### config.mk
export PLATFORM = sky130hd
export DESIGN_NAME = lta_ctrl
export DESIGN_NICKNAME = d
export VERILOG_FILES = /design/src/hw/rtl/lta_pkg.sv /design/src/hw/rtl/lta_ctrl.sv
export SDC_FILE = /design/constraint.sdc
export NUM_CORES = 1
export LEC_CHECK = 0
export BUFFER_PORTS_ARGS = -buffer_cell sky130_fd_sc_hd__buf_2
export CORE_AREA = 5 5 42 44
export CTS_CLUSTER_SIZE = 28
export DETAILED_ROUTE_END_ITERATION = 7
export DIE_AREA = 0 0 47 49
export SETUP_SLACK_MARGIN = 0.02
export SYNTH_ARGS = -nofsm -noshare
export SYNTH_HDL_FRONTEND = slang
export SYNTH_SLANG_ARGS = --single-unit
### constraint.sdc
create_clock -name clk -period 1.5 [get_ports clk]
set_input_delay 0.15 -clock clk [delete_from_list [all_inputs] [get_ports clk]]
set_output_delay 0.15 -clock clk [all_outputs]
set_load 0.01 [all_outputs]
### src/hw/rtl/lta_pkg.sv
`timescale 1ns / 1ps
`default_nettype none

package lta_pkg;

	// Field widths fixed by the item formats.
	localparam int SAMPLE_W = 24;
	localparam int LAYER_W  = 6;
	localparam int CFG_W    = 7;

	// Store widths: a 40-bit running sum and a 16-bit saturating count per layer.
	localparam int SUM_W = 40;
	localparam int CNT_W = 16;

	localparam logic [CNT_W-1:0] COUNT_MAX = '1;
	localparam logic [CFG_W-1:0] CFG_RESET = 7'd64;

	typedef struct packed {
		logic signed [SAMPLE_W-1:0] sample_value;
		logic [LAYER_W-1:0]         layer_index;
		logic                       value_missing;
		logic                       end_of_set;
	} in_item_t;

	typedef struct packed {
		logic [LAYER_W-1:0]         out_layer;
		logic signed [SAMPLE_W-1:0] layer_mean;
		logic                       layer_empty;
		logic                       last_layer;
	} out_item_t;

	// One word of the layer store.
	typedef struct packed {
		logic signed [SUM_W-1:0] sum;
		logic [CNT_W-1:0]        count;
	} entry_t;

	localparam int ENTRY_W = SUM_W + CNT_W;

	// Commands from the controller to the datapath.
	typedef struct packed {
		logic take;        // latch the incoming item, read its layer
		logic acc_wr;      // write back the updated layer entry
		logic em_sel;      // address the store with the emission layer counter
		logic div_start;   // load the divider with the entry just read
		logic out_load;    // load the output register
		logic next_layer;  // advance the emission layer counter
		logic clear_all;   // drop every entry and rewind the layer counter
	} cmd_t;

	// Status from the datapath to the controller.
	typedef struct packed {
		logic item_end;    // latched item carries the end-of-set mark
		logic last_layer;  // emission counter is at the final layer in use
		logic div_busy;    // divider is iterating
		logic out_free;    // output register can take a new result this cycle
	} sts_t;

endpackage

`default_nettype wire

### src/hw/rtl/lta_ctrl.sv
`timescale 1ns / 1ps
`default_nettype none

module lta_ctrl (
	input  wire logic           clk,
	input  wire logic           arst_n,
	input  wire logic           sample_valid,
	output logic                sample_ready,
	output lta_pkg::cmd_t       cmd,
	input  wire lta_pkg::sts_t  sts
);

	typedef enum logic [2:0] {
		IDLE,
		ACC,
		EM_RD,
		EM_LD,
		EM_DIV,
		EM_PUT
	} state_t;

	state_t state_q;
	state_t state_d;

	always_comb begin
		state_d      = state_q;
		cmd          = '0;
		sample_ready = 1'b0;
		case (state_q)
			IDLE: begin
				sample_ready = 1'b1;
				if (sample_valid) begin
					cmd.take = 1'b1;
					state_d  = ACC;
				end
			end
			ACC: begin
				cmd.acc_wr = 1'b1;
				state_d    = sts.item_end ? EM_RD : IDLE;
			end
			EM_RD: begin
				cmd.em_sel = 1'b1;
				state_d    = EM_LD;
			end
			EM_LD: begin
				cmd.div_start = 1'b1;
				state_d       = EM_DIV;
			end
			EM_DIV: begin
				if (!sts.div_busy) begin
					state_d = EM_PUT;
				end
			end
			EM_PUT: begin
				if (sts.out_free) begin
					cmd.out_load = 1'b1;
					if (sts.last_layer) begin
						cmd.clear_all = 1'b1;
						state_d       = IDLE;
					end else begin
						cmd.next_layer = 1'b1;
						state_d        = EM_RD;
					end
				end
			end
			default: begin
				state_d = IDLE;
			end
		endcase
	end

	always_ff @(posedge clk or negedge arst_n) begin
		if (!arst_n) begin
			state_q <= IDLE;
		end else begin
			state_q <= state_d;
		end
	end

endmodule

`default_nettype wire

# ---- Word-level counts from Yosys, hierarchy flattened
# Cells that the tools add are included.
dict set report word_totals {
  ff_bits 3
  output_inout_bits 8
}
dict set report op_classes {
  n_mux 16
  n_eq_ne 8
  reduce_logical 2
}
# operator count
set op_table {}
lappend op_table {{one-hot mux 3 bit (6 select lines)} 1}
lappend op_table {{two-way mux 3 bit} 5}
lappend op_table {{two-way mux 1 bit} 8}
lappend op_table {{== test 3 x 2 -> 1 bit (second input constant)} 2}
lappend op_table {{== test 3 bit (second input constant)} 2}
lappend op_table {{inequality test 2 bit (second input constant)} 3}
lappend op_table {{two-way mux 2 bit} 2}
lappend op_table {{== test 3 x 1 -> 1 bit (second input constant)} 1}
lappend op_table {{logical NOT 3 bit} 1}
lappend op_table {{AND reduction 3 bit} 1}

# ---- Logic depth before layout (Yosys ltp)
# Gate-level depths: netlist of run 1.
dict set report logic_depth {
  depth_word 3
  depth_mapped 4
  ltp_nobuf 3
}

# ---- Worst setup path before layout of run 1
# OpenSTA, ideal clock, no wires.
dict set report synth_timing {
  path_kind {flip-flop to output port}
  from {register state_q[2]}
  to {output cmd[6] in the netlist's numbering}
  t_arrival_ns 1.083
  path_stages_with_launch 4
  path_slack_ns 0.267
  required_time_ns 1.350
  path_buffers 1
  cell_sequence {dfrtp_1 -> buf_2 -> nor3_1 -> and2_1}
}
# item line
set synth_rtl {}
lappend synth_rtl {{from (decl)} lta_ctrl.sv:22} ;# state_t state_q;
lappend synth_rtl {{from (signal assigned)} lta_ctrl.sv:76} ;# state_q <= state_d;
lappend synth_rtl {{to (decl)} lta_ctrl.sv:9} ;# output lta_pkg::cmd_t cmd,

==> results.sh, run 1 <==
export IMPL_die_w_um=47
export IMPL_worstPathArrival_ns=1.21
export IMPL_clk_pin_slew_ns=0.03
export IMPL_hold_path_cell_count=3
export IMPL_coreArea_um2=1401
export IMPL_cts_setup_buffers=0
export IMPL_die_area_um2=2303
export IMPL_first_pass_iters=3
export IMPL_syn_num_nets=31
export IMPL_num_vias=232
export IMPL_grt_max_degree=10
export IMPL_grt_pass1_wl_um=897
export IMPL_syn_to_final_growth_pct=51.35
export IMPL_crit_path_top_delay_cell="dfrtp_1"
export IMPL_synth_area_um2=231.5
export IMPL_critPathBufInv=1
export IMPL_yosys_area_share_simple_pct=41.62
export IMPL_fillers=163
export IMPL_synth_top_family_by_area="simple AND/OR/NAND/NOR gates"
export IMPL_ir_worst_vdd_mv=0.6141
export IMPL_hold_viol=0
export IMPL_first_global_vias=235
export IMPL_fin_crit_sh_pct=90.57
export IMPL_max_cap_violations=0
export IMPL_required_ns=1.35
export IMPL_crit_cells=3
export IMPL_cts_tree="built"
export IMPL_final_util_pct=25.00
export IMPL_fp_row_count=14
export IMPL_root_buffer="clkbuf_4"
export IMPL_synth_seq_area_share_pct=32.43
export IMPL_drc_errors=0
export IMPL_antennaDiodeCount=0
export IMPL_setup_viol=0
export IMPL_dp_hpwl_um=477.2
export IMPL_power_density_nw_per_um2=1764
export IMPL_tns_ns=0
export IMPL_initial_core_util_pct=16.52
export IMPL_drive_above_1_share_pct=51.22
export IMPL_top_register="state_q"
export IMPL_synthXorXnorAreaFrac_pct=0
export IMPL_cp_cell_sequence="nor3_2, and2_1, buf_2"
export IMPL_synth_cells=24
export IMPL_min_period_ns=1.359
export IMPL_yosysWarningCount=0
export IMPL_cts_sinks=3
export IMPL_syn_mean_instance_area_um2=9.645
export IMPL_die_h_um=49
export IMPL_synth_ff_latch_count=3
export IMPL_antenna_found_initial=0
export IMPL_top_regs="state_q: 3 flops"
export IMPL_slew_headroom_pct=77.62
export IMPL_largest_reg_flops=3
export IMPL_synth_compound_area_share_pct=12.43
export IMPL_p_leak_uw=0.0002122
export IMPL_ioPinCount=15
export IMPL_synth_edf_count=0
export IMPL_async_reset_ff_share_pct=100.0
export IMPL_h_tree_depth=1
export IMPL_cts_buffer_depth=2
export IMPL_slew_viol_final=0
export IMPL_synthFlopType="dfrtp_1"
export IMPL_routed_wl_um=589
export IMPL_wl_per_cell_um=10.33
export IMPL_clk_latency_ns=0.23
export IMPL_drt_iter0_drc=2
export IMPL_synthAdderAreaFrac_pct=0
export IMPL_start_kind="register"
export IMPL_crit_fanout=9
export IMPL_place_gp_congestion=0.7747
export IMPL_status="finished, final reports clean"
export IMPL_ys_types=18
export IMPL_critical_path_class="register to primary output"
export IMPL_gr_total_overflow=0
export IMPL_fin_nets=49
export IMPL_port_buffers=14
export IMPL_synthMuxAreaShare_pct=4.865
export IMPL_rsz0062_at_grt="false"
export IMPL_worst_pin_slew_ns=0.3357
export IMPL_cts_buffers=3
export IMPL_hold_class="primary input to register"
export IMPL_r2r_worst_path_cells=2
export IMPL_via_per_inst=4.070
export IMPL_postRouteAntennaNets=0
export IMPL_clock_fmax_mhz=736.1
export IMPL_skew_ns=0.001487
export IMPL_crit_path_end_kind="primary output"
export IMPL_crit_path_max_incr_delay_ns=0.48
export IMPL_cp_top_family="flip-flops"
export IMPL_grt_use_total_pct=6.131
==> cell families (layout without fill, tap and decap cells) <==
| group | after synthesis | after routing |
|---|---|---|
| buffers and inverters | 4 | 21 |
| multiplexers | 1 | 1 |
| flip-flops | 3 | 3 |
| AO/OA/AOI/OAI | 4 | 4 |
| AND/OR/NAND/NOR | 12 | 12 |
==> report_power, final <==
group          switching, uW  leakage (uW)  internal, uW
registers               94.0     0.0000385           117
logic                    115      0.000159           155
clock network           37.0     0.0000150          99.4
total                    246      0.000212           372
==> worst register-to-register path: cells and delay by family (launching register included) <==
| family | cells | cell delay (ns) |
|---|---|---|
| AOI/OAI and AO/OA | 1 | 0.26 |
| DFF | 1 | 0.53 |
| and+or+nand+nor | 1 | 0.23 |
==> cells in the mapped netlist (2+ instances only) <==
| cell type | number | area, um2 |
|---|---|---|
| nor2_1 | 3 | 11.26 |
| dfrtp_1 | 3 | 75.07 |
| and2_1 | 2 | 12.51 |
| o22ai_1 | 2 | 12.51 |
==> cells in the final DEF (no fill, tap or decap) <==
cell           Yosys  routed
mux2_1             1       1
inv_2              1       1
and4bb_1           1       1
clkbuf_1           0       1
o22ai_1            2       2
nor3b_1            1       1
nor3b_2            1       1
clkbuf_4           0       3
inv_1              1       1
dfrtp_1            3       3
nand2_1            1       1
nor2_1             3       3
and2_1             2       2
buf_2              1      14
a211o_1            1       1
o21bai_1           1       1
nand4b_4           1       1
dlygate4sd3_1      0       1
nor3_2             0       1
or2b_1             1       1
==> layer usage <==
layer	up-vias	routed length (um)	GRT usage, %
met3	2	59	2.952
met5	-	0	0
met1	103	221	5.286
li1	117	-	-
met4	0	32	9.677
met2	10	274	7.692
==> repair_timing <==
| action | 4_1_cts | 5_1_grt |
|---|---|---|
| hold endpoints to repair | 3 | 0 |
| endpoints found under the setup margin | 0 | 1 |
| hold buffers | 1 | 0 |
| gates resized for setup | 0 | 1 |
==> area by class of cell <==
cell class	instances	area, um2	share of cell area (%)
Multi-Input combinational cell	17	141.4	40.36
Timing Repair Buffer	15	80.08	22.86
Sequential cell	3	75.07	21.43
Clock buffer	4	26.28	7.500
Tap cell	16	20.02	5.714
Inverter	2	7.507	2.143
==> path summary, 6_finish.rpt <==
path	endpoint	startpoint	slack (ns)
worst max-delay path	cmd[6]	state_q[2]	0.14
min in group asynchronous	state_q[0]	arst_n	0.25
max in group asynchronous	state_q[2]	arst_n	1.14
worst min-delay path	state_q[0]	sts[1]	0.23
worst min register to register	state_q[2]	state_q[1]	0.69
worst max register to register	state_q[1]	state_q[2]	0.37
==> stage by stage <==
stage / total power, uW / area [um2] / worst slack [ns] / hold slack (ns) / cells
final: 618.0 / 350.3 / 0.1414 / 0.2251 / 57
after global routing: 671.5 / 350.3 / 0.06334 / 0.2186 / 57
after CTS: 621.4 / 345.3 / 0.1106 / 0.2126 / 57
after detailed placement: 472.6 / 309.0 / 0.3735 / -0.04552 / 52
after global placement: 471.6 / 309.0 / 0.3806 / -0.05134 / 52
after floorplan: 397.2 / 231.5 / 0.2673 / -0.1456 / 24
Power figures use the tool's default switching activity.
==> inputs of run 2 (changes only) <==
- clock period: 1.5 -> 1.7 ns (I/O delays scaled with it)
==> results.sh, run 2 (synthesis gave the netlist of run 1 again) <==
export IMPL_r2r_worst_path_cells=2
export IMPL_fillers=162
export IMPL_root_buffer="clkbuf_4"
export IMPL_die_w_um=47
export IMPL_dp_hpwl_um=477.2
export IMPL_syn_to_final_growth_pct=49.19
export IMPL_p_sw_uw=210.7
export IMPL_worstPathArrival_ns=1.22
export IMPL_tns_ns=0
export IMPL_die_h_um=49
export IMPL_cts_tree="built"
export IMPL_drt_iter0_drc=2
export IMPL_h_tree_depth=1
export IMPL_clockPowerShare_pct=22.5
export IMPL_ctsResizeCount=0
export IMPL_p_int_uw=323.8
export IMPL_hold_path_cell_count=3
export IMPL_postCtsHoldBufs=1
export IMPL_die_area_um2=2303
export IMPL_slew_viol_final=0
export IMPL_critical_path_class="register to primary output"
export IMPL_antennaDiodeCount=0
export IMPL_skew_ns=0.001487
export IMPL_cts_buffer_depth=2
export IMPL_required_ns=1.53
export IMPL_worst_pin_slew_ns=0.3154
export IMPL_setup_viol=0
export IMPL_routed_wl_um=579
export IMPL_fin_crit_sh_pct=81.79
export IMPL_hold_class="primary input to register"
export IMPL_top_regs="state_q: 3 flops"
export IMPL_swShare_pct=39.42
export IMPL_status="finished, final reports clean"
export IMPL_clock_fmax_mhz=719.2
export IMPL_crit_fanout=9
export IMPL_placedCellCount=52
export IMPL_wl_per_cell_um=10.16
export IMPL_min_from="sts[1]"
export IMPL_gr_total_overflow=0
export IMPL_port_buffers=14
export IMPL_grt_pass1_wl_um=897
export IMPL_top_register="state_q"
export IMPL_rsz0062_at_grt="false"
export IMPL_ioPinCount=15
export IMPL_grt_max_degree=10
export IMPL_reg2reg_from="state_q[2]"
export IMPL_ir_worst_vdd_mv=0.4625
export IMPL_initial_core_util_pct=16.52
export IMPL_start_kind="register"
export IMPL_reg2reg_slack_ns=0.58
export IMPL_cts_buffers=3
export IMPL_first_pass_iters=3
export IMPL_layout_cells_non_filler=57
export IMPL_coreArea_um2=1401
export IMPL_cts_setup_buffers=0
export IMPL_drc_errors=0
export IMPL_drive_above_1_share_pct=48.78
export IMPL_hold_viol=0
export IMPL_fp_row_count=14
export IMPL_grt_use_total_pct=6.131
export IMPL_clk_pin_slew_ns=0.03
export IMPL_fin_nets=49
export IMPL_holdPathEnd="state_q[0]"
export IMPL_cts_sinks=3
export IMPL_first_global_vias=235
export IMPL_reg2reg_to="state_q[1]"
export IMPL_final_cell_mix="buf_2 (14), nor2_1 (3), clkbuf_4 (3), dfrtp_1 (3)"
export IMPL_multi_input_area_um2=136.4
export IMPL_seqPwrFrac_pct=33.9
export IMPL_postRouteAntennaNets=0
export IMPL_p_leak_uw=0.0002108
export IMPL_clk_latency_ns=0.23
export IMPL_place_gp_congestion=0.7747
export IMPL_num_vias=229
export IMPL_crit_path_end_kind="primary output"
export IMPL_p_comb_share_pct=43.6
export IMPL_max_cap_violations=0
export IMPL_min_period_ns=1.390
export IMPL_via_per_inst=4.018
export IMPL_layout_area_seq_um2=75.07
export IMPL_largest_reg_flops=3
export IMPL_slew_headroom_pct=78.97
export IMPL_power_density_nw_per_um2=1548
export IMPL_layout_commonest_cell="buf_2"
export IMPL_antenna_found_initial=0
-- run 2: cell counts in the layout (fill, tap and decap cells not counted) --
Identical to the previous run, type by type.
-- run 2: final cells by class --
type / count / area share, %
Clock buffer: 4 / 7.609
Inverter: 2 / 2.174
Multi-Input combinational cell: 17 / 39.49
Sequential cell: 3 / 21.74
Tap cell: 16 / 5.797
Timing Repair Buffer: 15 / 23.19
-- run 2: critical path: stages (launching register included) --
cell and delay [ns]:
dfrtp_1 0.48, nor3_1 0.24, and2_1 0.15, buf_2 0.12
-- run 2: power by group through the flow --
stage	Clock (uW)	Sequential, uW	Combinational (uW)
2_1_floorplan	0	120	231
4_1_cts	129	181	238
5_1_grt	139	189	254
6_report	120	181	233
3_3_place_gp	0	182	234
3_5_place_dp	0	182	235
-- run 2: worst max path at each step --
stage / slack, ns / to / start
CTS: 0.29 / cmd[6] / state_q[2]
global route: 0.19 / cmd[6] / state_q[2]
detailed placement: 0.55 / cmd[6] / state_q[2]
global placement: 0.56 / cmd[6] / state_q[0]
finish: 0.31 / cmd[6] / state_q[2]
floorplan: 0.45 / cmd[6] / state_q[2]
-- run 2: per-layer routing --
metal	vias up	wire (um)	global-route usage, %
li1	117	-	-
met1	100	221	5.286
met2	10	265	7.692
met3	2	59	2.952
met4	0	32	9.677
met5	-	0	0
-- run 2: stage by stage --
step | instance area, um2 | hold slack, ns | total power [uW] | util (%) | setup WS, ns
2_1_floorplan | 231.5 | -0.1256 | 350.5 | - | 0.4473
3_3_place_gp | 309.0 | -0.03134 | 416.2 | 22.05 | 0.5639
3_5_place_dp | 309.0 | -0.02552 | 417.0 | 22.05 | 0.5535
4_1_cts | 345.3 | 0.2326 | 548.3 | 24.64 | 0.2906
5_1_grt | 345.3 | 0.2386 | 582.5 | 24.64 | 0.1891
6_report | 345.3 | 0.2451 | 534.5 | 24.64 | 0.3096
==> inputs of run 3 (changes only) <==
- ABC_AREA: not set -> 1
- clock period: 1.7 -> 1.1 ns (I/O delays scaled with it)
==> results.sh, run 3 <==
export IMPL_grt_pass1_wl_um=1131
export IMPL_netlist_top_cells_area="dfrtp_1 (31%), inv_1 (14%), nand3_1 (10%)"
export IMPL_layout_commonest_cell="buf_2"
export IMPL_top_register="state_q"
export IMPL_fin_crit_sh_pct=110.8
export IMPL_initial_core_util_pct=17.14
export IMPL_reg2reg_to="state_q[2]"
export IMPL_antennaDiodeCount=0
export IMPL_top_regs="state_q: 3 flops"
export IMPL_yosysTopAreaCell="dfrtp_1"
export IMPL_reg2reg_slack_ns=-0.07
export IMPL_synth_cells=38
export IMPL_h_tree_depth=1
export IMPL_syn_to_final_growth_pct=108.9
export IMPL_hold_class="primary input to asynchronous set/reset pin"
export IMPL_multi_input_area_um2=160.2
export IMPL_fin_nets=75
export IMPL_power_density_nw_per_um2=2760
export IMPL_num_vias=329
export IMPL_place_gp_congestion=0.7508
export IMPL_clk_pin_slew_ns=0.03
export IMPL_crit_path_end_kind="primary output"
export IMPL_crit_fanout=2
export IMPL_slew_headroom_pct=89.23
export IMPL_synth_top_family_by_area="simple AND/OR/NAND/NOR gates"
export IMPL_layout_setup_ws_ns=-0.1189
export IMPL_reg2reg_from="state_q[0]"
export IMPL_die_h_um=49
export IMPL_max_cap_violations=0
export IMPL_layout_area_seq_um2=77.57
export IMPL_yosys_area_share_simple_pct=43.75
export IMPL_slew_viol_final=0
export IMPL_rsz0062_at_grt="true"
export IMPL_via_per_inst=3.964
export IMPL_cts_buffer_depth=2
export IMPL_clock_fmax_mhz=820.4
export IMPL_cts_buffers=3
export IMPL_syn_mean_instance_area_um2=6.322
export IMPL_ioPinCount=15
export IMPL_synth_edf_count=0
export IMPL_drive_above_1_share_pct=64.18
export IMPL_async_reset_ff_share_pct=100.0
export IMPL_port_buffers=14
export IMPL_routed_wl_um=837
export IMPL_violations="negative setup slack"
export IMPL_clk_latency_ns=0.23
export IMPL_yosysMostFrequentCell="inv_1"
export IMPL_cts_sinks=3
export IMPL_synth_top_area_share_pct=31.25
export IMPL_first_pass_iters=2
export IMPL_yosysWarningCount=0
export IMPL_skew_ns=0.0003921
export IMPL_synth_compound_area_share_pct=9.375
export IMPL_final_area_um2=501.7
export IMPL_synth_seq_area_share_pct=31.25
export IMPL_dp_hpwl_um=527.8
export IMPL_syn_num_nets=45
export IMPL_dp_slack_ns=0.06390
export IMPL_p_leak_uw=0.0002907
export IMPL_synthXorXnorAreaFrac_pct=0
export IMPL_ys_types=15
export IMPL_critical_path_class="register to primary output"
export IMPL_cts_tree="built"
export IMPL_setup_worst_path_start="state_q[0]"
export IMPL_endpoint="cmd[6]"
export IMPL_synthAdderAreaFrac_pct=0
export IMPL_hold_viol=0
export IMPL_start_kind="register"
export IMPL_crit_path_top_delay_cell="dfrtp_1"
export IMPL_worstPathArrival_ns=1.11
export IMPL_min_period_ns=1.219
export IMPL_die_w_um=47
export IMPL_drc_errors=0
export IMPL_placed_area_um2=337.8
export IMPL_fillers=161
export IMPL_synthFlopType="dfrtp_1"
export IMPL_postRouteAntennaNets=0
export IMPL_final_cell_mix="buf_2 (12), buf_4 (8), nand3_2 (6), inv_1 (6), nor2_1 (6)"
export IMPL_largest_reg_flops=3
export IMPL_gr_total_overflow=0
export IMPL_first_global_vias=309
export IMPL_synthMuxAreaShare_pct=0
export IMPL_synth_area_um2=240.2
export IMPL_cp_cell_sequence="buf_6, nor2_4, nand2_2, nor2_1, buf_2"
export IMPL_r2r_worst_path_cells=6
export IMPL_die_area_um2=2303
export IMPL_setup_viol=11
export IMPL_ir_worst_vdd_mv=1.019
export IMPL_wl_per_cell_um=10.08
export IMPL_drt_iter0_drc=3
export IMPL_synth_common_cells="inv_1 (9), nor2_1 (6), nand3_1 (5)"
export IMPL_synth_ff_latch_count=3
export IMPL_final_util_pct=35.80
export IMPL_grt_use_total_pct=6.987
export IMPL_required_ns=0.99
export IMPL_fp_row_count=14
export IMPL_root_buffer="clkbuf_4"
export IMPL_crit_path_max_incr_delay_ns=0.39
export IMPL_grt_max_degree=7
export IMPL_antenna_found_initial=0
export IMPL_status="complete, but fails checks"
export IMPL_coreArea_um2=1401
export IMPL_worst_pin_slew_ns=0.1598
run 3: cell count changes after synthesis, sizes merged, moves of 2 or more:
cell,change
buf,-2
nor3b,-2
inv,+8
nor2,+5
o22ai,-2
nand3,+6
and2,-2
nand4,+2
nand2,+3
o21ai,+2
run 3: worst min path at each step:
stage | to | slack, ns | cells past startpoint
3_5_place_dp | state_q[1] | -0.09 | 1
6_report | state_q[1] | 0.20 | 2
2_1_floorplan | state_q[0] | -0.19 | 0
4_1_cts | state_q[0] | 0.19 | 2
3_3_place_gp | state_q[1] | -0.09 | 1
5_1_grt | state_q[0] | 0.20 | 2
run 3: stage by stage:
step                      hold WS [ns]  setup TNS [ns]  std cells  power, uW
after floorplan                -0.1856               0         38      570.1
after global placement        -0.09194               0         69      763.8
after detailed placement      -0.09094               0         69      766.2
after CTS                       0.1896         -0.7266         77       1120
after global routing            0.2046          -1.408         83       1518
final                           0.2000         -0.8272         83       1385
run 3: logic make-up after synthesis:
group                  count (synthesis)
DFF                                    3
AOI/OAI and AO/OA                      4
and+or+nand+nor                       21
buffers and inverters                 10
run 3: power breakdown:
part | leakage, uW | switching [uW] | internal (uW)
registers | 0.0000357 | 80.1 | 168
logic | 0.000240 | 459 | 489
clock network | 0.0000150 | 53.5 | 136
total | 0.000291 | 593 | 792
run 3: layer usage:
metal	share of wire (%)	vias up	GRT usage [%]
li1	-	176	-
met1	34	146	6.637
met2	60	7	11.54
met3	5.5	0	1.107
met4	0	0	6.912
met5	0	-	0
run 3: final cells by class:
cell class	count	area share, %
Clock buffer	4	5.237
Inverter	10	8.479
Multi-Input combinational cell	25	31.92
Sequential cell	3	15.46
Tap cell	16	3.990
Timing Repair Buffer	25	34.91
run 3: repair_timing:
item,4_1_cts,5_1_grt
hold buffers,1,0
gates resized for setup,7,11
endpoints found under the hold margin,3,0
pin swaps,2,7
buffers inserted,3,6
endpoints found under the setup margin,8,10
run 3: worst max-delay path: cells and delay by family (launching register included):
kind                   cells  cell delay (ns)
buffers and inverters      2             0.26
flip-flops                 1             0.39
AND/OR/NAND/NOR            3             0.23
